===== config.mk =====
export PLATFORM = sky130hd
export DESIGN_NAME = tma_queue
export DESIGN_NICKNAME = d
export VERILOG_FILES = /design/src/hw/rtl/tma_queue.sv
export SDC_FILE = /design/constraint.sdc
export NUM_CORES = 1
export LEC_CHECK = 0
export BUFFER_PORTS_ARGS = -buffer_cell sky130_fd_sc_hd__buf_2
export CAP_MARGIN = 20
export CORE_ASPECT_RATIO = 2
export CORE_MARGIN = 5
export CORE_UTILIZATION = 57
export CTS_CLUSTER_DIAMETER = 200
export CTS_CLUSTER_SIZE = 14
export DETAILED_ROUTE_END_ITERATION = 12
export GPL_ROUTABILITY_DRIVEN = 0
export PLACE_DENSITY = 0.79
export SLEW_MARGIN = 25
export SYNTH_ARGS = -nofsm -noshare
export SYNTH_HDL_FRONTEND = slang
export SYNTH_SLANG_ARGS = --single-unit

===== constraint.sdc =====
create_clock -name clk -period 4 [get_ports clk]
set_input_delay 0.8 -clock clk [delete_from_list [all_inputs] [get_ports clk]]
set_output_delay 0.8 -clock clk [all_outputs]
set_load 0.03 [all_outputs]

===== src/hw/rtl/tma_queue.sv =====
// ----------------------------------------------------------------------------
// tma_queue
// Small register-based FIFO with push/full and pop/empty handshakes.
// ----------------------------------------------------------------------------
module tma_queue #(
  parameter int WIDTH = 8,
  parameter int DEPTH = 4
) (
  input  logic             clk,
  input  logic             rst_n,
  input  logic             push,
  input  logic [WIDTH-1:0] push_data,
  output logic             full,
  input  logic             pop,
  output logic [WIDTH-1:0] head_data,
  output logic             empty
);

  localparam int AW = (DEPTH > 1) ? $clog2(DEPTH) : 1;
  localparam int CW = $clog2(DEPTH + 1);

  logic [WIDTH-1:0] slot_r [DEPTH];
  logic [AW-1:0]    wr_ptr_r, wr_ptr_nxt;
  logic [AW-1:0]    rd_ptr_r, rd_ptr_nxt;
  logic [CW-1:0]    count_r, count_nxt;
  logic             do_push, do_pop;

  assign full      = (count_r == CW'(DEPTH));
  assign empty     = (count_r == '0);
  assign do_push   = push && !full;
  assign do_pop    = pop && !empty;
  assign head_data = slot_r[rd_ptr_r];

  always_comb begin
    wr_ptr_nxt = wr_ptr_r;
    rd_ptr_nxt = rd_ptr_r;
    count_nxt  = count_r;
    if (do_push) begin
      wr_ptr_nxt = (wr_ptr_r == AW'(DEPTH - 1)) ? '0 : wr_ptr_r + 1'b1;
    end
    if (do_pop) begin
      rd_ptr_nxt = (rd_ptr_r == AW'(DEPTH - 1)) ? '0 : rd_ptr_r + 1'b1;
    end
    if (do_push && !do_pop) begin
      count_nxt = count_r + 1'b1;
    end else if (do_pop && !do_push) begin
      count_nxt = count_r - 1'b1;
    end
  end

  always_ff @(posedge clk) begin
    if (!rst_n) begin
      wr_ptr_r <= '0;
      rd_ptr_r <= '0;
      count_r  <= '0;
    end else begin
      wr_ptr_r <= wr_ptr_nxt;
      rd_ptr_r <= rd_ptr_nxt;
      count_r  <= count_nxt;
    end
  end

  always_ff @(posedge clk) begin
    if (do_push) begin
      slot_r[wr_ptr_r] <= push_data;
    end
  end

endmodule


==> flow_summary_export.csv, run 1 <==
group,metric,value,unit
status,status,"completed",
routing,drt_iter0_drc,23,
die,die_h,85.63,um
worst_setup_path,critical_path.top_delay_family,"flip-flops",
yosys,synthArstFlopShare,0,%
routing,viasPerCell,5.667,
yosys,postSynthAreaPerCell,17.53,um2
sta,rsz0062_at_grt,"no",
worst_setup_path,critPathMaxStageDelay,650,ps
yosys,ys_warn_count,0,
yosys,synth-seq-area-share,69.99,%
clocking,postCtsSetupBuffers,0,
sta,worst_slew_pin_slew,569.3,ps
clocking,numClockSinks,41,
sta,finalCritPeriodShare,62.46,%
worst_setup_path,worstPathRequired,3200,ps
clocking,clock_latency,290,ps
yosys,yosys.area.top_type,"edfxtp_1",
sta,clock_skew,5.359,ps
grt,grtUsageTotal,15.16,%
routing,drc,0,
clocking,htree_levels,2,
clocking,cts-resized-gates,0,
die,start_util,58.85,%
grt,grt_antenna_before_repair,0,
routing,wl,2546,um
clocking,root_buffer,"clkbuf_8",
die,dieArea,0.004094,mm2
power,vdd_ir_drop_max,518.0,uV
die,fp-row-count,27,
worst_setup_path,slowest_stage,"dfxtp_1",
grt,grt_max_degree,14,
sta,slew_viol_final,0,
layout,fillers,210,
layout,final_nets,136,
die,core_area,0.002770,mm2
yosys,synth.top_cell.area_share,58.94,%
sta,setup_viol,0,
clocking,cts_inserted_buffers,5,
clocking,cts_buffer_depth,2,
routing,drtAntennaViolNets,0,
layout,antenna_cells,0,
place,numPortBuffers,21,
grt,grt_pass1_vias,905,
routing,firstDrtPassIters,4,
place,post-place-ws,1275,ps
power,p_leak,0.6758,nW
worst_setup_path,cp.arrival,1700,ps
yosys,synth.distinct_cells,23,
worst_setup_path,crit_buf_inv,1,
sta,fmax,0.4003,GHz
routing,wl_per_cell,17.32,um
yosys,synth_edf_count,32,
sta,hold_ws,516.1,ps
die,ios,22,
layout,seq_area,0.001141,mm2
sta,slew_headroom,61.72,%
min_path,hp-class,"reg -> reg",
die,die_w,47.82,um
layout,multi_input_area,460.4,um2
power,power.density,640.8,mW/mm2
yosys,synthCells,93,
sta,worst_slack,1502,ps
clocking,cts_tree,"done",
yosys,synth_seq_cells,41,
sta,finalSetupTns,0,ps
grt,grt_pass1_wl,4229,um
yosys,synth-main-ff-cell,"edfxtp_1",
clocking,clk_pin_slew_worst_paths,80,ps
yosys,synth.most_common_cell,"edfxtp_1",
worst_setup_path,endpoint_kind,"output pin",
sta,period_minus_slack,2498,ps
worst_setup_path,crit_fanout,8,
worst_setup_path,startpoint_type,"register",
place,dp_hpwl,1893,um
yosys,synthTopCellsByArea,"edfxtp_1 (59%), dfxtp_1 (11%), mux4_2 (11%)",
worst_setup_path,worstPathCellList,"mux4_2, buf_2",
sta,timing.final.hold_violations,0,
layout,syn_to_final_growth,12.89,%
yosys,syn_area,0.001630,mm2
clocking,hold_buffers,0,
job,maxCapViolations,0,
grt,overflow,0,
yosys,synth_common_cells,"edfxtp_1 (32), dfxtp_1 (9), mux4_2 (8)",
worst_setup_path,worstSetupPathType,"reg -> out",
routing,vias,833,
layout,layout-drive-gt1-share,32.20,%
yosys,syn_nets,112,
## registers in the layout (all words and copies together) (netlist names), named ones only
| register | cells |
|---|---|
| rd_ptr_r | 2 |
| slot_r | 32 |
| wr_ptr_r | 2 |
| count_r | 3 |
## metrics by stage
step / instances / cell area (um2) / power [mW] / utilization (%)
5_1_grt: 147 / 1841 / 1.249 / 66.44
3_5_place_dp: 139 / 1754 / 0.9387 / 63.32
2_1_floorplan: 93 / 1630 / 0.8468 / -
4_1_cts: 147 / 1841 / 1.199 / 66.44
6_report: 147 / 1841 / 1.179 / 66.44
3_3_place_gp: 139 / 1754 / 0.9208 / 63.32
## cell families (layout without fill, tap and decap cells)
group	Yosys count	count (layout)	share of synthesized area (%)
DFF	41	41	69.99
and+or+nand+nor	20	20	6.600
muxes	11	11	12.89
adders and majority gates	7	7	5.833
buffers and inverters	7	32	1.765
AOI/OAI and AO/OA	5	5	1.842
xor gates and xnor gates	2	2	1.075
## power by group
group          leakage, nW  internal (mW)  switching [mW]
clock               0.0439          0.120           0.140
sequential           0.367          0.524          0.0560
combinational        0.265          0.145           0.194
## routing by layer
metal	up-vias	GRT usage, %	part of all wire (%)
met4	0	8.824	2.8
met2	24	24.73	55
met3	6	5.252	6.6
met5	-	0	0
li1	394	-	-
met1	409	15.68	35
## path summary, 6_finish.rpt
kind,start,to,slack [ps],depth (start not counted)
max reg2reg,count_r[0],count_r[2],1640,7
min,wr_ptr_r[1],wr_ptr_r[1],520,2
min reg2reg,wr_ptr_r[1],wr_ptr_r[1],520,2
max,register,head_data[3],1500,2
## area by class of cell
type                            count  share of cell area, %
Clock inverter                      3                 0.9517
Tap cell                           29                  1.971
Timing Repair Buffer               21                  5.710
Clock buffer                        5                  3.739
Sequential cell                    41                  62.00
Multi-Input combinational cell     45                  25.02
Inverter                            3                 0.6118
## cell usage in the layout, fill, tap and decap left out
cell type | Yosys | final
nor3b_2 | 1 | 1
clkinv_2 | 0 | 2
xnor2_1 | 1 | 1
or3_1 | 1 | 1
nor2_1 | 2 | 2
o31ai_1 | 1 | 1
clkbuf_8 | 0 | 5
inv_1 | 3 | 3
ha_1 | 6 | 6
nor2b_1 | 2 | 2
nand2_1 | 6 | 6
fa_1 | 1 | 1
buf_2 | 2 | 21
edfxtp_1 | 32 | 32
a21boi_0 | 1 | 1
mux4_2 | 8 | 8
o21ai_0 | 3 | 3
and2_1 | 5 | 5
dfxtp_1 | 9 | 9
clkinvlp_4 | 0 | 1
xor2_1 | 1 | 1
nand3_1 | 2 | 2
nor3_1 | 1 | 1
mux2i_1 | 3 | 3
## worst reg2reg max path, stage by stage (launching register included)
cell and delay (ps):
dfxtp_1 380, o31ai_1 540, ha_1 290, inv_1 60
fa_1 380, xor2_1 160, or3_1 300, a21boi_0 180
Note: power is estimated with default switching activity, not from simulation.
==> run 2: changes to the inputs <==
Settings changed: CORE_UTILIZATION 57 to 50, PLACE_DENSITY 0.79 to 0.74.
Clock period 4 ns to 2.1 ns, I/O delays scaled along.
==> run 2 against run 1 <==
Hold slack got worse by 170 ps. Critical path depth rose by 6. Utilization fell by 6.4 points. Setup slack got worse by 1400 ps. Combinational power rose by 120%. Sequential power rose by 88%. Count of clock-buffer cells in the layout rose by 1. Final area rose by 3.1%. Non-clock buffer count rose by 4. Global-route usage fell by 2.0 points. Largest power group unchanged.
==> flow_summary_export.csv, run 2 (same netlist as run 1, synthesis figures left out) <==
group,metric,value,unit
status,status,"completed",
routing,drc,0,
job,maxCapViolations,0,
sta,rsz0062_at_grt,"no",
power,p_clk_share,20.7,%
power,internal_power,1.555,mW
routing,vias,844,
layout,largest_reg_flops,32,
worst_setup_path,worstPathCellList,"nor3b_4, nor2b_2, ha_2, inv_1, fa_1, xor2_1, or3_1, a21boi_1",
grt,grt_max_degree,13,
layout,layout-drive-gt1-share,37.70,%
clocking,htree_levels,2,
die,fp-row-count,29,
clocking,cts_inserted_buffers,5,
layout,final_common_cell,"edfxtp_1",
sta,slew_headroom,69.41,%
die,die_h,90.76,um
worst_setup_path,crit_buf_inv,1,
power,seqPwrFrac,47.1,%
sta,finalCritPeriodShare,94.22,%
sta,slew_viol_final,0,
routing,top_layer,"met4",
clocking,clock_latency,290,ps
worst_setup_path,startpoint_type,"register",
grt,grt_pass1_wl,4429,um
sta,period_minus_slack,1979,ps
worst_setup_path,critical_path.top_delay_family,"simple AND/OR/NAND/NOR gates",
layout,fillers,240,
clocking,clk_pin_slew_worst_paths,70,ps
grt,grtUsageTotal,13.15,%
routing,drtAntennaViolNets,0,
worst_setup_path,crit_fanout,5,
layout,final_nets,140,
grt,overflow,0,
worst_setup_path,critPathMaxStageDelay,370,ps
die,ios,22,
die,core_area,0.003157,mm2
layout,finalNonFillerCells,153,
die,die_w,50.38,um
clocking,cts-resized-gates,0,
routing,met2_wirelength,1512,um
worst_setup_path,slowest_stage,"dfxtp_1",
worst_setup_path,endpoint_kind,"register",
place,numPortBuffers,21,
routing,firstDrtPassIters,4,
worst_setup_path,worstPathRequired,2320,ps
sta,fmax,0.5054,GHz
sta,clock_skew,4.275,ps
place,dp.cells,145,
sta,worst_slew_pin_slew,458.9,ps
power,comb_power_share,32.2,%
min_path,hold_depth,1,
worst_setup_path,r2r-end,"count_r[2]",
place,dp_hpwl,1966,um
power,power,2.308,mW
routing,met1Wirelength,878,um
place,placed_area,0.001798,mm2
min_path,hp-class,"in -> reg",
layout,final_util,60.09,%
routing,viasPerCell,5.516,
power,power_switching,0.7534,mW
layout,antenna_cells,0,
power,vdd_ir_drop_max,788.9,uV
sta,finalSetupTns,0,ps
die,dieArea,0.004572,mm2
routing,wl_per_cell,17.01,um
layout,syn_to_final_growth,16.35,%
clocking,root_buffer,"clkbuf_8",
layout,regMostFlops,"slot_r",
worst_setup_path,rr_worst_depth,8,
routing,drt_iter0_drc,17,
worst_setup_path,r2r-start,"count_r[2]",
die,start_util,51.64,%
sta,setup_viol,0,
min_path,whs_endpoint,"slot_r[1][3]",
grt,grt_antenna_before_repair,0,
clocking,hold_buffers,0,
power,power.density,1217,mW/mm2
clocking,postCtsSetupBuffers,0,
worst_setup_path,rrSetupSlack,120,ps
layout,biggestRegsByFlops,"slot_r: 32 flops, count_r: 3 flops",
min_path,min-delay-start,"push_data[3]",
grt,grt_pass1_vias,924,
clocking,cts_buffer_depth,2,
worst_setup_path,cp.arrival,2200,ps
clocking,numClockSinks,41,
worst_setup_path,worstSetupPathType,"reg -> reg",
power,switching_share,32.64,%
power,p_leak,0.6981,nW
sta,timing.final.hold_violations,0,
clocking,cts_tree,"done",
routing,wl,2603,um
routing,wl_met3,136,um
layout,final_area,0.001897,mm2
layout,layout_common_cells,"edfxtp_1 (32), buf_2 (21), mux4_2 (8)",
## run 2: cell count changes in the layout (fill, tap and decap cells not counted), sizes merged
cell,delta
clkbuf,+1
buf,+4
clkinvlp,-1
## run 2: layer usage
layer / up-vias / GRT usage, %
li1: 404 / -
met1: 413 / 14.02
met2: 20 / 22.16
met3: 7 / 3.636
met4: 0 / 7.676
met5: - / 0
## run 2: cell type report
cell class | instances | area, um2 | share of cell area (%)
flip-flops and latches | 41 | 1144 | 60.29
well taps | 31 | 38.79 | 2.045
inverters | 3 | 11.26 | 0.5937
multi-input cells | 45 | 485.5 | 25.59
clock inverters | 2 | 10.01 | 0.5277
repair buffers | 25 | 135.1 | 7.124
clock buffers | 6 | 72.57 | 3.826
## run 2: how the worst max path moves through the flow
stage	from	end	cells past startpoint
floorplan	count_r[0]	count_r[2]	9
global route	count_r[2]	count_r[2]	8
finish	count_r[2]	count_r[2]	8
detailed placement	count_r[1]	count_r[2]	7
CTS	count_r[1]	count_r[2]	7
global placement	count_r[1]	count_r[2]	7
## run 2: worst register-to-register path: stages (launching register included)
cell and delay [ps]:
dfxtp_1 370, nor3b_4 180, nor2b_2 130, ha_2 200, inv_1 50, fa_1 370
xor2_1 160, or3_1 300, a21boi_1 150
## run 2: stage by stage
stage / hold slack (ps) / setup slack, ps
2_1_floorplan: 467.7 / 14.45
4_1_cts: 341.8 / 3.222
3_5_place_dp: 497.1 / -1.616
5_1_grt: 342.2 / 15.20
6_report: 345.9 / 121.5
3_3_place_gp: 486.9 / 155.7
## run 2: power groups by stage
stage	Clock (mW)	Combinational [mW]	Sequential [mW]
detailed placement	0	0.745	1.10
global route	0.528	0.816	1.11
global placement	0	0.715	1.09
CTS	0.491	0.747	1.08
finish	0.477	0.743	1.09
floorplan	0	0.556	1.07
