==> config.mk <==
export PLATFORM = sky130hd
export DESIGN_NAME = tma_back
export DESIGN_NICKNAME = d
export VERILOG_FILES = /design/src/hw/rtl/tma_pkg.sv /design/src/hw/rtl/tma_ram.sv /design/src/hw/rtl/tma_back.sv
export SDC_FILE = /design/constraint.sdc
export NUM_CORES = 2
export LEC_CHECK = 0
export BUFFER_PORTS_ARGS = -buffer_cell sky130_fd_sc_hd__clkbuf_2
export CORE_MARGIN = 10
export CORE_UTILIZATION = 27
export DETAILED_ROUTE_END_ITERATION = 8
export GPL_ROUTABILITY_DRIVEN = 0
export GPL_TIMING_DRIVEN = 1
export PLACE_DENSITY = 0.52
export REMOVE_ABC_BUFFERS = 1
export SYNTH_ARGS = -nofsm -noshare
export SYNTH_HDL_FRONTEND = slang
export SYNTH_SLANG_ARGS = --single-unit
==> constraint.sdc <==
create_clock -name clk -period 10.2 [get_ports clk]
set_input_delay 0.51 -clock clk [delete_from_list [all_inputs] [get_ports clk]]
set_output_delay 0.51 -clock clk [all_outputs]
set_load 0.02 [all_outputs]
==> src/hw/rtl/tma_pkg.sv <==
// ----------------------------------------------------------------------------
// tma_pkg
// Shared types and constants for the transposed matrix-vector accumulator.
// ----------------------------------------------------------------------------
package tma_pkg;

  localparam int ROWS_W       = 16;
  localparam int COLS_W       = 7;
  localparam int CFG_DATA_W   = 16;
  localparam int CFG_IDX_W    = 1;
  localparam int COL_IDX_W    = 6;
  localparam int PROD_W       = 32;
  localparam int ACC_W        = 48;
  localparam int RES_W        = 32;
  localparam int DEF_MAX_COLS = 64;
  localparam int DEF_Q_DEPTH  = 4;

  localparam logic [CFG_IDX_W-1:0] CFG_ROWS_IN_USE = 1'b0;
  localparam logic [CFG_IDX_W-1:0] CFG_COLS_IN_USE = 1'b1;

  typedef struct packed {
    logic signed [15:0] weight;
    logic signed [15:0] grad;
  } in_item_t;

  typedef struct packed {
    logic [COL_IDX_W-1:0]   column_index;
    logic signed [RES_W-1:0] result;
    logic                   last;
  } out_item_t;

  typedef struct packed {
    logic first_row;
    logic last_row;
    logic last_col;
  } op_flags_t;

endpackage

==> src/hw/rtl/tma_ram.sv <==
// ----------------------------------------------------------------------------
// tma_ram
// Generic single-write, single-read RAM with registered read data.
// ----------------------------------------------------------------------------
module tma_ram #(
  parameter int WIDTH = 8,
  parameter int DEPTH = 16,
  parameter int AW    = (DEPTH > 1) ? $clog2(DEPTH) : 1
) (
  input  logic             clk,
  input  logic             we,
  input  logic [AW-1:0]    waddr,
  input  logic [WIDTH-1:0] wdata,
  input  logic             re,
  input  logic [AW-1:0]    raddr,
  output logic [WIDTH-1:0] rdata
);

  logic [WIDTH-1:0] mem [DEPTH];
  logic [WIDTH-1:0] rdata_r;

  always_ff @(posedge clk) begin
    if (we) begin
      mem[waddr] <= wdata;
    end
    if (re) begin
      rdata_r <= mem[raddr];
    end
  end

  assign rdata = rdata_r;

endmodule

==> src/hw/rtl/tma_back.sv <==
// ----------------------------------------------------------------------------
// tma_back
// Multiply, accumulate into the per-column RAM, round and saturate, and hand
// finished requests to the output queue.
// ----------------------------------------------------------------------------
module tma_back
  import tma_pkg::*;
#(
  parameter int MAX_COLS = DEF_MAX_COLS,
  parameter int CW       = (MAX_COLS > 1) ? $clog2(MAX_COLS) : 1
) (
  input  logic          clk,
  input  logic          rst_n,
  input  logic          op_empty,
  input  in_item_t      op_item,
  input  logic [CW-1:0] op_col,
  input  op_flags_t     op_flags,
  output logic          op_pop,
  input  logic          res_full,
  output logic          res_push,
  output out_item_t     res_item
);

  logic                     adv;
  logic                     b_valid_r, b_valid_nxt;
  logic [CW-1:0]            b_col_r;
  op_flags_t                b_flags_r;
  logic signed [PROD_W-1:0] b_prod_r;
  logic                     c_valid_r, c_valid_nxt;
  logic [CW-1:0]            c_col_r;
  logic                     c_last_r;
  logic signed [ACC_W-1:0]  c_sum_r;
  logic                     lw_valid_r;
  logic [CW-1:0]            lw_col_r;
  logic signed [ACC_W-1:0]  lw_sum_r;
  logic [ACC_W-1:0]         ram_rdata;
  logic signed [ACC_W-1:0]  acc_in, b_sum;
  logic                     ram_we;
  logic signed [ACC_W:0]    rnd;
  logic signed [ACC_W-12:0] quo;
  logic signed [RES_W-1:0]  sat;
  logic [CW+COL_IDX_W-1:0]  col_ext;

  assign adv    = !res_full;
  assign op_pop = adv && !op_empty;
  assign ram_we = adv && b_valid_r;

  tma_ram #(
    .WIDTH (ACC_W),
    .DEPTH (MAX_COLS),
    .AW    (CW)
  ) u_acc_ram (
    .clk   (clk),
    .we    (ram_we),
    .waddr (b_col_r),
    .wdata (b_sum),
    .re    (op_pop),
    .raddr (op_col),
    .rdata (ram_rdata)
  );

  always_comb begin
    acc_in = (lw_valid_r && (lw_col_r == b_col_r)) ? lw_sum_r : $signed(ram_rdata);
    if (b_flags_r.first_row) begin
      b_sum = ACC_W'(b_prod_r);
    end else begin
      b_sum = acc_in + ACC_W'(b_prod_r);
    end
  end

  always_comb begin
    rnd = (ACC_W + 1)'(c_sum_r) + (ACC_W + 1)'(2048);
    quo = rnd[ACC_W:12];
    if (quo > (ACC_W - 11)'(32'sh7fff_ffff)) begin
      sat = {1'b0, {(RES_W - 1){1'b1}}};
    end else if (quo < -(ACC_W - 11)'(33'sh0_8000_0000)) begin
      sat = {1'b1, {(RES_W - 1){1'b0}}};
    end else begin
      sat = quo[RES_W-1:0];
    end
    col_ext = {{COL_IDX_W{1'b0}}, c_col_r};
  end

  assign res_push              = adv && c_valid_r;
  assign res_item.column_index = col_ext[COL_IDX_W-1:0];
  assign res_item.result       = sat;
  assign res_item.last         = c_last_r;

  always_comb begin
    b_valid_nxt = b_valid_r;
    c_valid_nxt = c_valid_r;
    if (adv) begin
      b_valid_nxt = !op_empty;
      c_valid_nxt = b_valid_r && b_flags_r.last_row;
    end
  end

  always_ff @(posedge clk) begin
    if (!rst_n) begin
      b_valid_r  <= 1'b0;
      c_valid_r  <= 1'b0;
      lw_valid_r <= 1'b0;
    end else begin
      b_valid_r <= b_valid_nxt;
      c_valid_r <= c_valid_nxt;
      if (ram_we) begin
        lw_valid_r <= 1'b1;
      end
    end
  end

  always_ff @(posedge clk) begin
    if (op_pop) begin
      b_col_r   <= op_col;
      b_flags_r <= op_flags;
      b_prod_r  <= PROD_W'(op_item.weight * op_item.grad);
    end
    if (adv) begin
      c_col_r  <= b_col_r;
      c_last_r <= b_flags_r.last_col;
      c_sum_r  <= b_sum;
    end
    if (ram_we) begin
      lw_col_r <= b_col_r;
      lw_sum_r <= b_sum;
    end
  end

endmodule

==> impl_metrics.env <==
export IMPL_routed_wirelength_um=399000
export IMPL_power_density_nw_per_um2=262
export IMPL_die_area_um2=536000
export IMPL_clock_root_buffer="clkbuf_16"
export IMPL_dr_first_iter_drc_count=7648
export IMPL_critPathMaxFanout=66
export IMPL_crit_family="compound AO/OA/AOI/OAI gates"
export IMPL_synth_async_reset_ratio_pct=0
export IMPL_cts_tree="yes"
export IMPL_cts_resized=0
export IMPL_maxCapViolations=0
export IMPL_setup_slack_ns=3.65
export IMPL_ys_flop_type="edfxtp_1"
export IMPL_dieWidth_um=732
export IMPL_tightest_slew_ns=1.23
export IMPL_clk_insertion_delay_late_ns=0.95
export IMPL_cts_buffers=352
export IMPL_io_pins=86
export IMPL_reg2reg_depth=17
export IMPL_post_route_util_pct=31.3
export IMPL_start_util_pct=27.1
export IMPL_core_area_um2=505000
export IMPL_worstHoldPathCells=3
export IMPL_pwr_share_clk_pct=29.7
export IMPL_syn_avg_cell_area_um2=21.3
export IMPL_ir_drop_v=0.000331
export IMPL_p_switching_mw=12.9
export IMPL_maxSlewViolCount=0
export IMPL_antenna_left=0
export IMPL_setup_viol=0
export IMPL_fin_crit_ns=6.55
export IMPL_port_buffers=85
export IMPL_cp_required_ns=10.78
export IMPL_rsz0062_at_grt="false"
export IMPL_drive_gt1_share_pct=28.6
export IMPL_fin_nets=7202
export IMPL_clk_pin_slew_ns=0.06
export IMPL_dr_pass1_iters=5
export IMPL_rr_endpoint="u_acc_ram.mem[11][46]"
export IMPL_skew_ns=0.0558
export IMPL_hp_class="in -> reg"
export IMPL_hpwlAfterDp_um=224000
export IMPL_r2r_slack_ns=3.65
export IMPL_synthDistinctLibCells=83
export IMPL_endpoint_kind="register"
export IMPL_regArea_um2=97900
export IMPL_synth_warnings=0
export IMPL_intPower_mw=28.6
export IMPL_pwr_share_seq_pct=43.6
export IMPL_antenna_found_initial=16
export IMPL_fmax_ghz=0.153
export IMPL_die_y_um=732
export IMPL_gr_usage_all_layers_pct=14.5
export IMPL_hold_path_endpoint="b_valid_r"
export IMPL_clock_sinks=3262
export IMPL_htreeDepth=5
export IMPL_synth_edf_count=3259
export IMPL_vias=67500
export IMPL_worstHoldStart="res_full"
export IMPL_total_power_mw=41.5
export IMPL_swShare_pct=31.1
export IMPL_cp_start_kind="register"
export IMPL_cpMaxStageDelayCell="a211o_2"
export IMPL_pre_cts_ws_ns=3.14
export IMPL_drc=0
export IMPL_crit_type="reg -> reg"
export IMPL_multi_input_area_um2=37300
export IMPL_area_delta_synth_final_pct=15.7
export IMPL_grt_pass1_wl_um=560000
export IMPL_cpPeakStageDelay_ns=0.76
export IMPL_routed_via_density=4.91
export IMPL_synth_area_um2=137000
export IMPL_grt_pass1_vias=69200
export IMPL_cts_setup_buffers=0
export IMPL_seq_area_frac_synth_pct=71.6
export IMPL_routedWlPerCell_um=29.0
export IMPL_crit_top_cell="buf_4"
export IMPL_final_hold_viol_count=0
export IMPL_fp_row_count=261
export IMPL_power_leakage_nw=50.3
export IMPL_r2r_start="b_col_r[1]"
export IMPL_maxSlewHeadroom_pct=17.7
export IMPL_ys_ff_latch=3262
export IMPL_path_cells="xnor2_1 -> nand4_1 -> nor4_2 -> buf_4 -> buf_4 -> mux2_2 -> ha_1 -> a21oi_1 -> o21ai_1 -> nand2_1 -> a311oi_1 -> o21ai_0 -> o211ai_2 -> a21oi_2 -> o31a_1 -> nor4b_2 -> a211o_2"
export IMPL_critPathArrivalTime_ns=7.13
export IMPL_gr_total_overflow=0
export IMPL_grt_max_degree=127
export IMPL_clockBufferDepth=4
export IMPL_fillers=48100
export IMPL_min_period_over_period_pct=64.3
export IMPL_status="complete, no violations"
export IMPL_worst_path_buf_inv=2
export IMPL_syn_inst=6414
export IMPL_pwr_share_comb_pct=26.7
[power groups by stage]
stage	Sequential (mW)	Clock, mW	Combinational (mW)
global route	18.1	13.1	12.4
detailed placement	18.4	0	11.1
floorplan	18.5	0	7.13
CTS	18.1	12.6	11.2
finish	18.1	12.3	11.1
global placement	18.3	0	10.9
[cells by family (layout without fill, tap and decap cells)]
family	count (synthesis)	count (layout)	synth area share (%)
DFF	3262	3262	71.6
adders and majority gates	393	393	5.04
xor gates and xnor gates	115	115	0.736
muxes	1072	1072	17.0
buffers and inverters	631	1261	1.87
AOI/OAI and AO/OA	329	329	1.59
and+or+nand+nor	612	612	2.17
other	0	7	0
[metal layers]
layer  up-vias  share of wire (%)  track usage (%)
met1     37500                 42             20.0
met3       528                7.2             2.41
li1      26800                  -                -
met5         -                  0                0
met4         0                2.8             3.91
met2      2701                 48             23.7
[through the flow]
stage | setup TNS, ns | cell area [um^2] | instances | hold WS [ns]
4_1_cts | 0 | 158000 | 13800 | 0.00842
2_1_floorplan | -1210.62 | 135000 | 6109 | 0.400
5_1_grt | 0 | 158000 | 13800 | 0.0673
3_3_place_gp | 0 | 147000 | 13100 | 0.410
6_report | 0 | 158000 | 13800 | 0.0572
3_5_place_dp | 0 | 147000 | 13100 | 0.417
[placed cells by master, fill, tap and decap left out, types with 8 or more instances in the layout]
master | netlist | layout
mux4_2 | 996 | 996
xnor2_1 | 72 | 72
clkinvlp_4 | 0 | 11
ha_1 | 130 | 130
o21ai_0 | 56 | 30
nor3_1 | 13 | 11
nor2_4 | 0 | 63
nor2b_1 | 11 | 10
bufinv_16 | 0 | 24
nand3_1 | 31 | 31
clkinv_2 | 0 | 73
clkbuf_1 | 186 | 64
clkbuf_2 | 0 | 79
fa_1 | 263 | 263
a21oi_1 | 71 | 71
a211oi_1 | 9 | 9
o21bai_1 | 17 | 17
nand4_1 | 21 | 21
mux2i_1 | 13 | 13
nor2_1 | 132 | 69
clkbuf_16 | 0 | 353
xor2_1 | 43 | 42
a21o_1 | 44 | 44
and2_1 | 128 | 128
nand2_1 | 221 | 221
buf_12 | 0 | 17
inv_1 | 325 | 324
o21ai_2 | 27 | 27
nand2b_1 | 14 | 14
o21ai_1 | 45 | 29
inv_6 | 0 | 9
o21a_1 | 8 | 8
o21ai_4 | 0 | 42
mux2_2 | 62 | 62
edfxtp_1 | 3259 | 3259
clkinv_1 | 0 | 79
clkinv_8 | 0 | 8
buf_4 | 9 | 197
[area by class of cell]
type / instances / area share [%]
antenna: 7 / 0.0111
clock buffer: 417 / 5.73
clock inverter: 217 / 1.26
inverter: 326 / 0.774
multi-input combinational: 2521 / 23.6
sequential: 3262 / 61.9
tap: 6706 / 5.30
timing repair buffer: 301 / 1.46
[registers in the layout (all words and copies together), names as in the netlist]
signal	flops
c_col_r	6
u_acc_ram.mem	3072
b_col_r	6
lw_valid_r	1
c_last_r	1
u_acc_ram.rdata	48
c_sum_r	37
lw_col_r	6
lw_sum_r	48
b_flags_r	3
b_valid_r	1
c_valid_r	1
b_prod_r	32
[tightest hold or removal path, delay by kind of cell]
| family | cells | cell delay (ns) |
|---|---|---|
| buf+inv | 1 | 0.23 |
| compound gates | 1 | 0.11 |
| simple gates | 1 | 0.09 |
[synthesized netlist by cell type (4+ instances only)]
cell	number	share of area (%)
edfxtp_1	3259	72
a21o_2	4	0.026
mux2i_1	13	0.095
buf_2	78	0.29
inv_1	325	0.89
ha_1	130	1.2
mux2_2	62	0.51
o211ai_1	5	0.027
fa_1	263	3.8
o21ai_2	27	0.17
o21ai_0	56	0.20
a21o_1	44	0.24
nand3_1	31	0.11
a211oi_1	9	0.049
buf_6	4	0.033
nor2b_1	11	0.050
nor2_1	132	0.36
buf_1	25	0.069
xor2_1	43	0.28
nand4_1	21	0.096
nand3b_1	6	0.033
buf_4	9	0.049
nand2b_1	14	0.064
nand2_1	221	0.61
o21bai_1	17	0.093
nor3_1	13	0.048
a31oi_1	8	0.037
mux4_2	996	16
o21a_1	8	0.044
o21ai_1	45	0.16
a21oi_1	71	0.26
and2_1	128	0.59
and3_1	7	0.032
clkbuf_1	186	0.51
xnor2_1	72	0.46
[how the worst max path moves through the flow]
| stage | end | slack (ns) | cells past startpoint | start |
|---|---|---|---|---|
| finish | u_acc_ram.mem[11][46] | 3.65 | 17 | b_col_r[1] |
| global route | u_acc_ram.mem[25][46] | 3.30 | 17 | b_col_r[1] |
| CTS | u_acc_ram.mem[3][47] | 3.67 | 18 | b_col_r[1] |
| detailed placement | b_prod_r[30] | 3.14 | 22 | op_item[1] |
| global placement | b_prod_r[30] | 3.10 | 22 | op_item[1] |
| floorplan | c_sum_r[30] | -1.17 | 14 | b_col_r[3] |
[what timing repair did]
item,CTS,global route
hold endpoints to repair,6,0
setup endpoints to repair,0,0
hold buffers,4,0
(Power assumes the default switching activity.)
