--- src/hw/rtl/tma_pkg.sv ---
// ----------------------------------------------------------------------------
// tma_pkg
// Shared types and constants for the transposed matrix-vector accumulator.
// ----------------------------------------------------------------------------
package tma_pkg;

  localparam int ROWS_W       = 16;
  localparam int COLS_W       = 7;
  localparam int CFG_DATA_W   = 16;
  localparam int CFG_IDX_W    = 1;
  localparam int COL_IDX_W    = 6;
  localparam int PROD_W       = 32;
  localparam int ACC_W        = 48;
  localparam int RES_W        = 32;
  localparam int DEF_MAX_COLS = 64;
  localparam int DEF_Q_DEPTH  = 4;

  localparam logic [CFG_IDX_W-1:0] CFG_ROWS_IN_USE = 1'b0;
  localparam logic [CFG_IDX_W-1:0] CFG_COLS_IN_USE = 1'b1;

  typedef struct packed {
    logic signed [15:0] weight;
    logic signed [15:0] grad;
  } in_item_t;

  typedef struct packed {
    logic [COL_IDX_W-1:0]   column_index;
    logic signed [RES_W-1:0] result;
    logic                   last;
  } out_item_t;

  typedef struct packed {
    logic first_row;
    logic last_row;
    logic last_col;
  } op_flags_t;

endpackage

--- src/hw/rtl/tma_front.sv ---
// ----------------------------------------------------------------------------
// tma_front
// Configuration registers and row/column tracking; tags each accepted request
// with its column and row position.
// ----------------------------------------------------------------------------
module tma_front
  import tma_pkg::*;
#(
  parameter int MAX_COLS = DEF_MAX_COLS,
  parameter int CW       = (MAX_COLS > 1) ? $clog2(MAX_COLS) : 1
) (
  input  logic                  clk,
  input  logic                  rst_n,
  input  logic                  cfg_we,
  input  logic [CFG_IDX_W-1:0]  cfg_index,
  input  logic [CFG_DATA_W-1:0] cfg_wdata,
  input  logic                  accept,
  output logic [CW-1:0]         op_col,
  output op_flags_t             op_flags
);

  localparam int EW = (CW + 1 > COLS_W) ? CW + 1 : COLS_W;

  logic [ROWS_W-1:0] rows_r;
  logic [COLS_W-1:0] cols_r;
  logic [CW-1:0]     col_r, col_nxt;
  logic [ROWS_W-1:0] row_r, row_nxt;
  logic [EW-1:0]     cols_ext, cols_eff;
  logic [ROWS_W-1:0] rows_eff;
  logic [CW-1:0]     col_cur;
  logic              last_col, last_row;

  always_comb begin
    cols_ext = EW'(cols_r);
    if (cols_ext == '0) begin
      cols_eff = EW'(1);
    end else if (cols_ext > EW'(MAX_COLS)) begin
      cols_eff = EW'(MAX_COLS);
    end else begin
      cols_eff = cols_ext;
    end
    rows_eff = (rows_r == '0) ? ROWS_W'(1) : rows_r;
    col_cur  = (EW'(col_r) >= EW'(MAX_COLS)) ? CW'(MAX_COLS - 1) : col_r;
    last_col = ((EW'(col_cur) + EW'(1)) >= cols_eff);
    last_row = (({1'b0, row_r} + 17'd1) >= {1'b0, rows_eff});
  end

  assign op_col             = col_cur;
  assign op_flags.first_row = (row_r == '0);
  assign op_flags.last_row  = last_row;
  assign op_flags.last_col  = last_col;

  always_comb begin
    col_nxt = col_r;
    row_nxt = row_r;
    if (accept) begin
      if (last_col) begin
        col_nxt = '0;
        row_nxt = last_row ? '0 : row_r + 1'b1;
      end else begin
        col_nxt = col_cur + 1'b1;
      end
    end
  end

  always_ff @(posedge clk) begin
    if (!rst_n) begin
      rows_r <= ROWS_W'(1);
      cols_r <= COLS_W'(1);
      col_r  <= '0;
      row_r  <= '0;
    end else begin
      col_r <= col_nxt;
      row_r <= row_nxt;
      if (cfg_we) begin
        case (cfg_index)
          CFG_ROWS_IN_USE: rows_r <= cfg_wdata[ROWS_W-1:0];
          CFG_COLS_IN_USE: cols_r <= cfg_wdata[COLS_W-1:0];
          default: ;
        endcase
      end
    end
  end

endmodule

--- config.mk ---
export PLATFORM = sky130hd
export DESIGN_NAME = tma_front
export DESIGN_NICKNAME = d
export VERILOG_FILES = /design/src/hw/rtl/tma_pkg.sv /design/src/hw/rtl/tma_front.sv
export SDC_FILE = /design/constraint.sdc
export NUM_CORES = 1
export LEC_CHECK = 0
export ABC_AREA = 1
export BUFFER_PORTS_ARGS = -buffer_cell sky130_fd_sc_hd__buf_2
export CAP_MARGIN = 20
export CORE_ASPECT_RATIO = 2
export CORE_MARGIN = 2
export CORE_UTILIZATION = 55
export CTS_BUF_LIST = sky130_fd_sc_hd__clkbuf_2
export DETAILED_ROUTE_END_ITERATION = 7
export PLACE_DENSITY = 0.75
export RECOVER_POWER = 100
export SLEW_MARGIN = 20
export SYNTH_ARGS = -nofsm -noshare
export SYNTH_HDL_FRONTEND = slang
export SYNTH_SLANG_ARGS = --single-unit
export TNS_END_PERCENT = 50
--- constraint.sdc ---
create_clock -name clk -period 6.55 [get_ports clk]
set_clock_uncertainty 0.2 [all_clocks]
set_input_delay 0.3275 -clock clk [delete_from_list [all_inputs] [get_ports clk]]
set_output_delay 0.3275 -clock clk [all_outputs]
set_load 0.03 [all_outputs]
==> metrics, run 1 <==
WL/cell 13.3 µm; total I/O pin count 30; # clock sinks 45; max frequency 239 MHz; Synth top cells by count nand2_1, inv_1, dfxtp_1; global-route wire length before repair 10900 µm; routability congestion estimate 0.920; PwrDens 233 nW/µm²; Ys Warns 0; Layout Nets 475; Root Buffer clkbuf_2; Reg2Reg Setup Slack 3.01 ns; Slew @ Worst Pin 1.17 ns; placed cells 463; Post-Place Worst Slack 3.40 ns; CTS tree done; Tmin final 4.18 ns; Max Slew Vio Count 0; clk buf depth 2; Yosys reg bits 45; Hold Path Class in2reg; H-tree levels 2; final worst slack 2.37 ns; cell with the most instances after synthesis nand2_1; Worst Setup End Kind output pin; die extent in x 54.8 µm; Post-Syn Instances 391; ys async rst share 0%; Hold Vio Cnt, Final 0; drc violations 0; mux cell area share after synthesis 0%; Rel. slew slack 21.7%; Max Cap Violations 0; sequential share of the synthesized area 31.7%; crit path cell chain nand3_1, nor2_1, nand4_1, xor2_1, ha_1, nand2_1, nor2_1, nand2_1, inv_1, nand2_1, nand3_1, nor2_1, nand2_1, buf_2; Reg clk slew, reported paths 0.24 ns; cell area after synthesis 2840 µm²; ranking of synthesized cells by area dfxtp_1, ha_1, nand2_1, a21oi_1, inv_1; crit-path max cell delay 0.88 ns; final setup fails 0; initial antenna violation count 0; complex-gate fraction of the synthesized area 14.8%; Layout area overhead 11.8%; Main synth FF type dfxtp_1; leading area contributor after synthesis dfxtp_1; Synth Area in XOR/XNOR 5.51%; status finished, final reports clean; syn_area_per_cell 7.26 µm²; Post-CTS Hold Fix Bufs 16; Worst Path Required 6.02 ns; initial drt markers 95; total gr overflow 0; largest net degree at the start of global routing 32; core area 5050 µm²; # diodes 0; setup bufs post-CTS 0; number of fill cells in the layout 475; fin crit share 63.8%; total track usage 24.7%; crit path max-delay cell type nor2_1; Hold Worst Slack 0.0216 ns; vias 2704; WS Path Type reg2out; Post-Synth Simple-Gate Area 26.8%; startpoint types flip-flop; starting density of the core 56.2%; area share of the largest cell type after synthesis 31.7%; Detail Route Antenna Nets 0; final WL 6490 µm; Peak VDD IR 178 µV; DP HPWL 4800 µm; share of layout cells above drive strength 1 10.7%; CP Max Fanout 17; leakage power 1.44 nW; syn_nets 438; main combinational cell family by area after synthesis simple AND/OR/NAND/NOR gates; die area 5780 µm²; number of synthesized flops with an enable pin 0; die height 106 µm; TNS Setup 0 ns; Critical Path AT 3.65 ns; RSZ-0062 raised after global routing no; Non-Filler Instances 486; Post-Synth Adder-Cell Area 11.5%; PortBufs 29; post_cts resized 0; utilization after layout 62.9%; Distinct cells, synth 33; CTS Buf Count 5; First-pass DRT Iterations 5; vias per cell 5.56; vias in the first global route 2609; Cell Rows 37; CP most frequent cell nand2_1; worst skew pair latency 0.42 ns
## kinds of logic (layout without fill, tap and decap cells)
group           Yosys count  after routing
fa+ha+maj                26             26
compound gates           80             80
flops                    45             45
xor+xnor                 17             17
buf+inv                  66            103
simple gates            157            157
## through the flow
step	power [mW]	cell area [µm²]
2_1_floorplan	0.545	2840
3_3_place_gp	0.583	2970
3_5_place_dp	0.588	2970
4_1_cts	0.747	3190
5_1_grt	0.789	3170
6_report	0.738	3170
## power breakdown
part	total [mW]	internal (mW)	switching, mW	leakage, nW
Clock	0.154	0.0619	0.0917	0.0388
Combinational	0.265	0.0889	0.176	1.03
Sequential	0.320	0.297	0.0230	0.369
Total	0.738	0.448	0.290	1.44
## state kept, by name (all words and copies together), names as in the netlist
name,count
row_r,16
cols_ext,7
rows_r,16
op_col,6
## final timing paths
check | start | cells past startpoint | to
worst max register to register | row_r[2] | 14 | row_r[6]
worst min register to register | rows_r[6] | 2 | rows_r[6]
worst max-delay path | row_r[2] | 14 | op_flags[1]
worst min-delay path | cfg_wdata[6] | 3 | cols_ext[6]
## critical path: cells and delay by family, from the launching register on
| family | cells | cell delay, ns |
|---|---|---|
| XOR/XNOR | 1 | 0.26 |
| adder cells (fa/ha/maj) | 1 | 0.27 |
| buffers and inverters | 2 | 0.26 |
| flip-flops | 1 | 0.52 |
| AND/OR/NAND/NOR | 10 | 1.94 |
## routing by layer
metal / global-route usage, % / wire [µm] / up-vias
li1: - / - / 1378
met1: 29.7 / 2770 / 1249
met2: 41.3 / 3350 / 65
met3: 3.54 / 212 / 12
met4: 10.5 / 155 / 0
met5: 0 / 0 / -
## cells in the final DEF, fill, tap and decap left out, types with 3 or more instances in the layout
cell type,count
clkbuf_2,5
inv_2,3
xnor2_1,3
nand2_2,7
o21ai_0,30
a21oi_1,44
buf_2,20
clkbuf_1,9
nor4_1,7
inv_1,48
nand4_1,18
nor2_1,29
dlygate4sd3_1,16
dfxtp_1,45
nand3_1,19
ha_1,26
nand2_1,65
xor2_1,13
## cell type report
type,count,area (µm²),share of cell area (%)
Timing Repair Buffer,45,294,9.27
Clock buffer,5,25.0,0.789
Clock inverter,2,35.0,1.10
Sequential cell,45,901,28.4
Multi-Input combinational cell,280,1650,52.1
Inverter,51,191,6.04
Tap cell,58,72.6,2.29
(Power assumes the default switching activity.)
==> inputs of run 2 (changes only) <==
Settings changed: ABC_AREA 1 to 0.
Clock period 6.55 ns to 4 ns, I/O delays scaled along.
==> metrics, run 2 <==
status finished, final reports clean; Hold Vio Cnt, Final 0; ys async rst share 0%; Layout area overhead 15.3%; final worst slack 0.214 ns; total track usage 25.2%; fin crit share 94.7%; commonest non-fill, non-tap cells in the layout nand2_1, dfxtp_1, a21oi_1; FF+latch area 915 µm²; # clock sinks 45; Distinct cells, synth 53; Combinational Power Share 25.1%; Layout Nets 463; largest net degree at the start of global routing 32; ranking of synthesized cells by area dfxtp_1, ha_1, nand2_1, a21oi_1, nand3_1; drc violations 0; RSZ-0062 raised after global routing no; final WL 7400 µm; Worst Setup End Kind output pin; Worst Path Required 3.60 ns; Detail Route Antenna Nets 0; Max Cap Violations 0; area share of the largest cell type after synthesis 30.5%; cell with the most instances after synthesis nand2_1; total gr overflow 0; clock share of power 27.7%; most common cell after layout, fill and taps aside nand2_1; cell area after synthesis 2950 µm²; leading area contributor after synthesis dfxtp_1; Post-Syn Instances 372; number of synthesized flops with an enable pin 0; Main synth FF type dfxtp_1; WS Path Type reg2out; CTS tree done; Hold Path Class reg2reg; WL/cell 15.6 µm; Rel. slew slack 28.3%; number of fill cells in the layout 448; clk buf depth 2; die area 6010 µm²; die height 108 µm; Root Buffer clkbuf_2; total I/O pin count 30; initial drt markers 87; vias per cell 5.81; H-tree levels 2; switching power 345 µW; sequential share of the synthesized area 30.5%; Critical Path AT 3.39 ns; initial antenna violation count 0; Post-Place Worst Slack 0.166 ns; max frequency 264 MHz; CP Max Fanout 7; # diodes 0; Synth top cells by count nand2_1, dfxtp_1, a21oi_1; PortBufs 29; Internal Pwr Total 678 µW; share of layout cells above drive strength 1 12.9%; sw frac 33.7%; Ys Warns 0; CTS Buf Count 5; Peak VDD IR 276 µV; worst skew pair latency 0.44 ns; First-pass DRT Iterations 4; vias in the first global route 2751; leakage power 1.33 nW; Cell Rows 37; die extent in x 55.8 µm; Tmin final 3.79 ns; PwrDens 300 nW/µm²; core area 5140 µm²; syn_nets 419; starting density of the core 57.5%; routability congestion estimate 0.875; TNS Setup 0 ns; Seq pwr share 47.2%; Yosys reg bits 45; Reg clk slew, reported paths 0.26 ns; final setup fails 0; global-route wire length before repair 12000 µm; startpoint types flip-flop; syn_area_per_cell 7.94 µm²; multi-input logic area 1840 µm²; vias 2761; Slew @ Worst Pin 1.07 ns; Max Slew Vio Count 0; DP HPWL 5450 µm
[run 2: cell count changes after synthesis, moves of 13 or more]
cell / change
a21oi_1: -13
nand4_1: -16
inv_1: -22
nand2b_1: +14
nor2_1: -15
o21ai_0: -24
[run 2: final timing paths]
kind         cells after the start      start  slack (ns)           to
min                              2  rows_r[8]        0.29    rows_r[8]
max reg2reg                     13   row_r[4]        0.26    row_r[15]
max                             12   row_r[4]        0.21  op_flags[1]
min reg2reg                      2  rows_r[8]        0.29    rows_r[8]
[run 2: logic make-up after synthesis]
| family | after synthesis | share of synthesized area [%] |
|---|---|---|
| buffers and inverters | 48 | 7.20 |
| DFF | 45 | 30.5 |
| muxes | 3 | 1.02 |
| xor gates and xnor gates | 17 | 5.04 |
| and+or+nand+nor | 163 | 29.3 |
| adders and majority gates | 26 | 11.0 |
| AOI/OAI and AO/OA | 70 | 15.9 |
[run 2: power by group through the flow]
stage	Sequential, mW	Combinational (mW)	Clock [mW]
finish	0.483	0.256	0.283
global route	0.486	0.280	0.303
CTS	0.483	0.255	0.287
detailed placement	0.491	0.237	0
global placement	0.490	0.231	0
floorplan	0.490	0.172	0
[run 2: timing repair]
item / CTS / global route
resized for setup: 0 / 12
pin swaps: 1 / 2
hold buffers: 22 / 0
endpoints found under the setup margin: 1 / 5
endpoints found under the hold margin: 31 / 0
setup buffers: 1 / 1
[run 2: metrics by stage]
step	hold WS, ns	instances	utilization [%]	total power [mW]	instance area [µm²]
global placement	0.235	443	60.3	0.721	3100
floorplan	0.124	372	-	0.662	2950
CTS	0.293	474	66.2	1.02	3400
detailed placement	0.238	443	60.3	0.728	3100
global route	0.284	475	66.3	1.07	3410
finish	0.292	475	66.3	1.02	3410
[run 2: cell type report]
cell class | count | area share [%]
multi-input combinational | 279 | 54.2
inverter | 26 | 2.87
tap | 58 | 2.13
timing repair buffer | 59 | 11.9
clock inverter | 3 | 1.40
clock buffer | 5 | 0.735
sequential | 45 | 26.9
[run 2: per-layer routing]
| layer | track usage, % | vias up | share of wire, % |
|---|---|---|---|
| met5 | 0 | - | 0 |
| met4 | 14.6 | 0 | 4.2 |
| met3 | 3.00 | 30 | 3.1 |
| met2 | 51.1 | 73 | 56 |
| met1 | 22.9 | 1272 | 36 |
| li1 | - | 1386 | - |
[run 2: worst max-delay path: stages, from the launching register on]
cell and delay [ns]:
dfxtp_2 0.47, nand2_2 0.13, nor4_4 0.37, and3_2 0.29
nand3_1 0.14, xnor2_1 0.17, ha_1 0.29, nand3_1 0.12
nor2_1 0.06, a221o_1 0.37, a211oi_4 0.25, nand2b_1 0.09
buf_2 0.18
==> inputs of run 3 (changes only) <==
==> constraint.sdc (replaced) <==
create_clock -name clk -period 4 [get_ports clk]
set_clock_uncertainty 0.2 [all_clocks]
set_input_delay 0 -clock clk [delete_from_list [all_inputs] [get_ports clk]]
set_output_delay 0 -clock clk [all_outputs]
set_load 0.03 [all_outputs]
==> metrics, run 3 (synthesis gave the netlist of run 2 again) <==
total track usage 25.7%; Critical Path AT 3.53 ns; most common cell after layout, fill and taps aside nand2_1; total I/O pin count 30; leakage power 1.36 nW; share of layout cells above drive strength 1 11.7%; WS Path Type reg2out; Layout Nets 475; R2R depth 12; initial drt markers 117; crit path cell chain ha_1, nand3_4, nor4_4, buf_4, nand3_1, xnor2_1, ha_1, a21o_1, a221o_1, a211oi_4, nand2b_1, clkbuf_2; First-pass DRT Iterations 4; initial antenna violation count 0; DP HPWL 5340 µm; Tmin final 3.73 ns; # clock sinks 45; max frequency 268 MHz; worst skew pair latency 0.41 ns; startpoint types flip-flop; CP Max Fanout 7; clk buf depth 2; crit path max-delay cell type dfxtp_1; # diodes 0; delay-heaviest family, CP compound AO/OA/AOI/OAI gates; CTS tree done; total gr overflow 0; Cell Rows 37; final setup fails 0; status finished, final reports clean; WL/cell 15.3 µm; fin crit share 93.1%; utilization after layout 68.3%; starting density of the core 57.5%; global-route wire length before repair 12300 µm; Hold Vio Cnt, Final 0; vias 2872; H-tree levels 2; TNS Setup 0 ns; Detail Route Antenna Nets 0; final WL 7460 µm; RSZ-0062 raised after global routing no; Rel. slew slack 30.3%; Root Buffer clkbuf_2; die extent in x 55.8 µm; PortBufs 29; Peak VDD IR 312 µV; drc violations 0; Layout area overhead 18.8%; PwrDens 286 nW/µm²; Max Cap Violations 0; Hold Path Class in2reg; Worst Path Required 3.80 ns; Reg clk slew, reported paths 0.23 ns; worst path bufs/invs 2; commonest non-fill, non-tap cells in the layout nand2_1, dfxtp_1, dlygate4sd3_1; die area 6010 µm²; CP most frequent cell ha_1; largest net degree at the start of global routing 31; routability congestion estimate 0.847; core area 5140 µm²; vias per cell 5.90; total power 1.00 mW; Critical Path Stages 12; CTS Buf Count 5; Hold Crit Depth 4; die height 108 µm; Worst Setup End Kind output pin; vias in the first global route 2880; Max Slew Vio Count 0; Slew @ Worst Pin 1.04 ns; crit-path max cell delay 0.46 ns
## run 3: worst register-to-register path, delay by kind of cell (launching register included)
kind            cells  cell delay (ns)
buf+inv             1             0.19
fa+ha+maj           2             0.61
simple gates        4             0.80
compound gates      4             1.23
xor+xnor            1             0.17
flops               1             0.46
## run 3: metrics by stage
step	instance area, µm²	setup WS [ns]	hold slack [ns]	instances
4_1_cts	3510	0.172	0.141	486
6_report	3510	0.275	0.151	487
3_3_place_gp	3120	0.314	0.0398	445
2_1_floorplan	2950	0.614	-0.0760	372
3_5_place_dp	3120	0.222	0.0428	445
5_1_grt	3510	0.0106	0.134	487
## run 3: final cells by class
type	count	area, µm²
Tap cell	58	72.6
Fill cell	435	1630
Inverter	26	97.6
Clock inverter	2	33.8
Clock buffer	6	30.0
Sequential cell	45	905
Multi-Input combinational cell	279	1840
Timing Repair Buffer	71	529
## run 3: final timing paths
| check | from | end | slack [ns] |
|---|---|---|---|
| max | row_r[1] | op_flags[1] | 0.27 |
| min | cfg_wdata[15] | rows_r[15] | 0.15 |
| max reg2reg | row_r[1] | row_r[3] | 0.28 |
| min reg2reg | rows_r[9] | rows_r[9] | 0.29 |
## run 3: routing by layer
metal	routed length, µm	vias up	GRT usage, %
met5	0	-	0
met4	431	0	15.8
li1	-	1412	-
met1	2700	1337	24.3
met2	4110	89	50.8
met3	216	34	2.88
## run 3: where the power goes
part	total (mW)	switching [mW]	internal, mW
clock network	0.260	0.153	0.106
logic	0.262	0.155	0.107
registers	0.482	0.0164	0.466
total	1.00	0.325	0.679
## run 3: timing repair
| item | 4_1_cts | 5_1_grt |
|---|---|---|
| hold endpoints to repair | 38 | 0 |
| endpoints found under the setup margin | 0 | 11 |
| setup buffers | 0 | 1 |
| hold buffers | 33 | 0 |
| resized for setup | 0 | 4 |
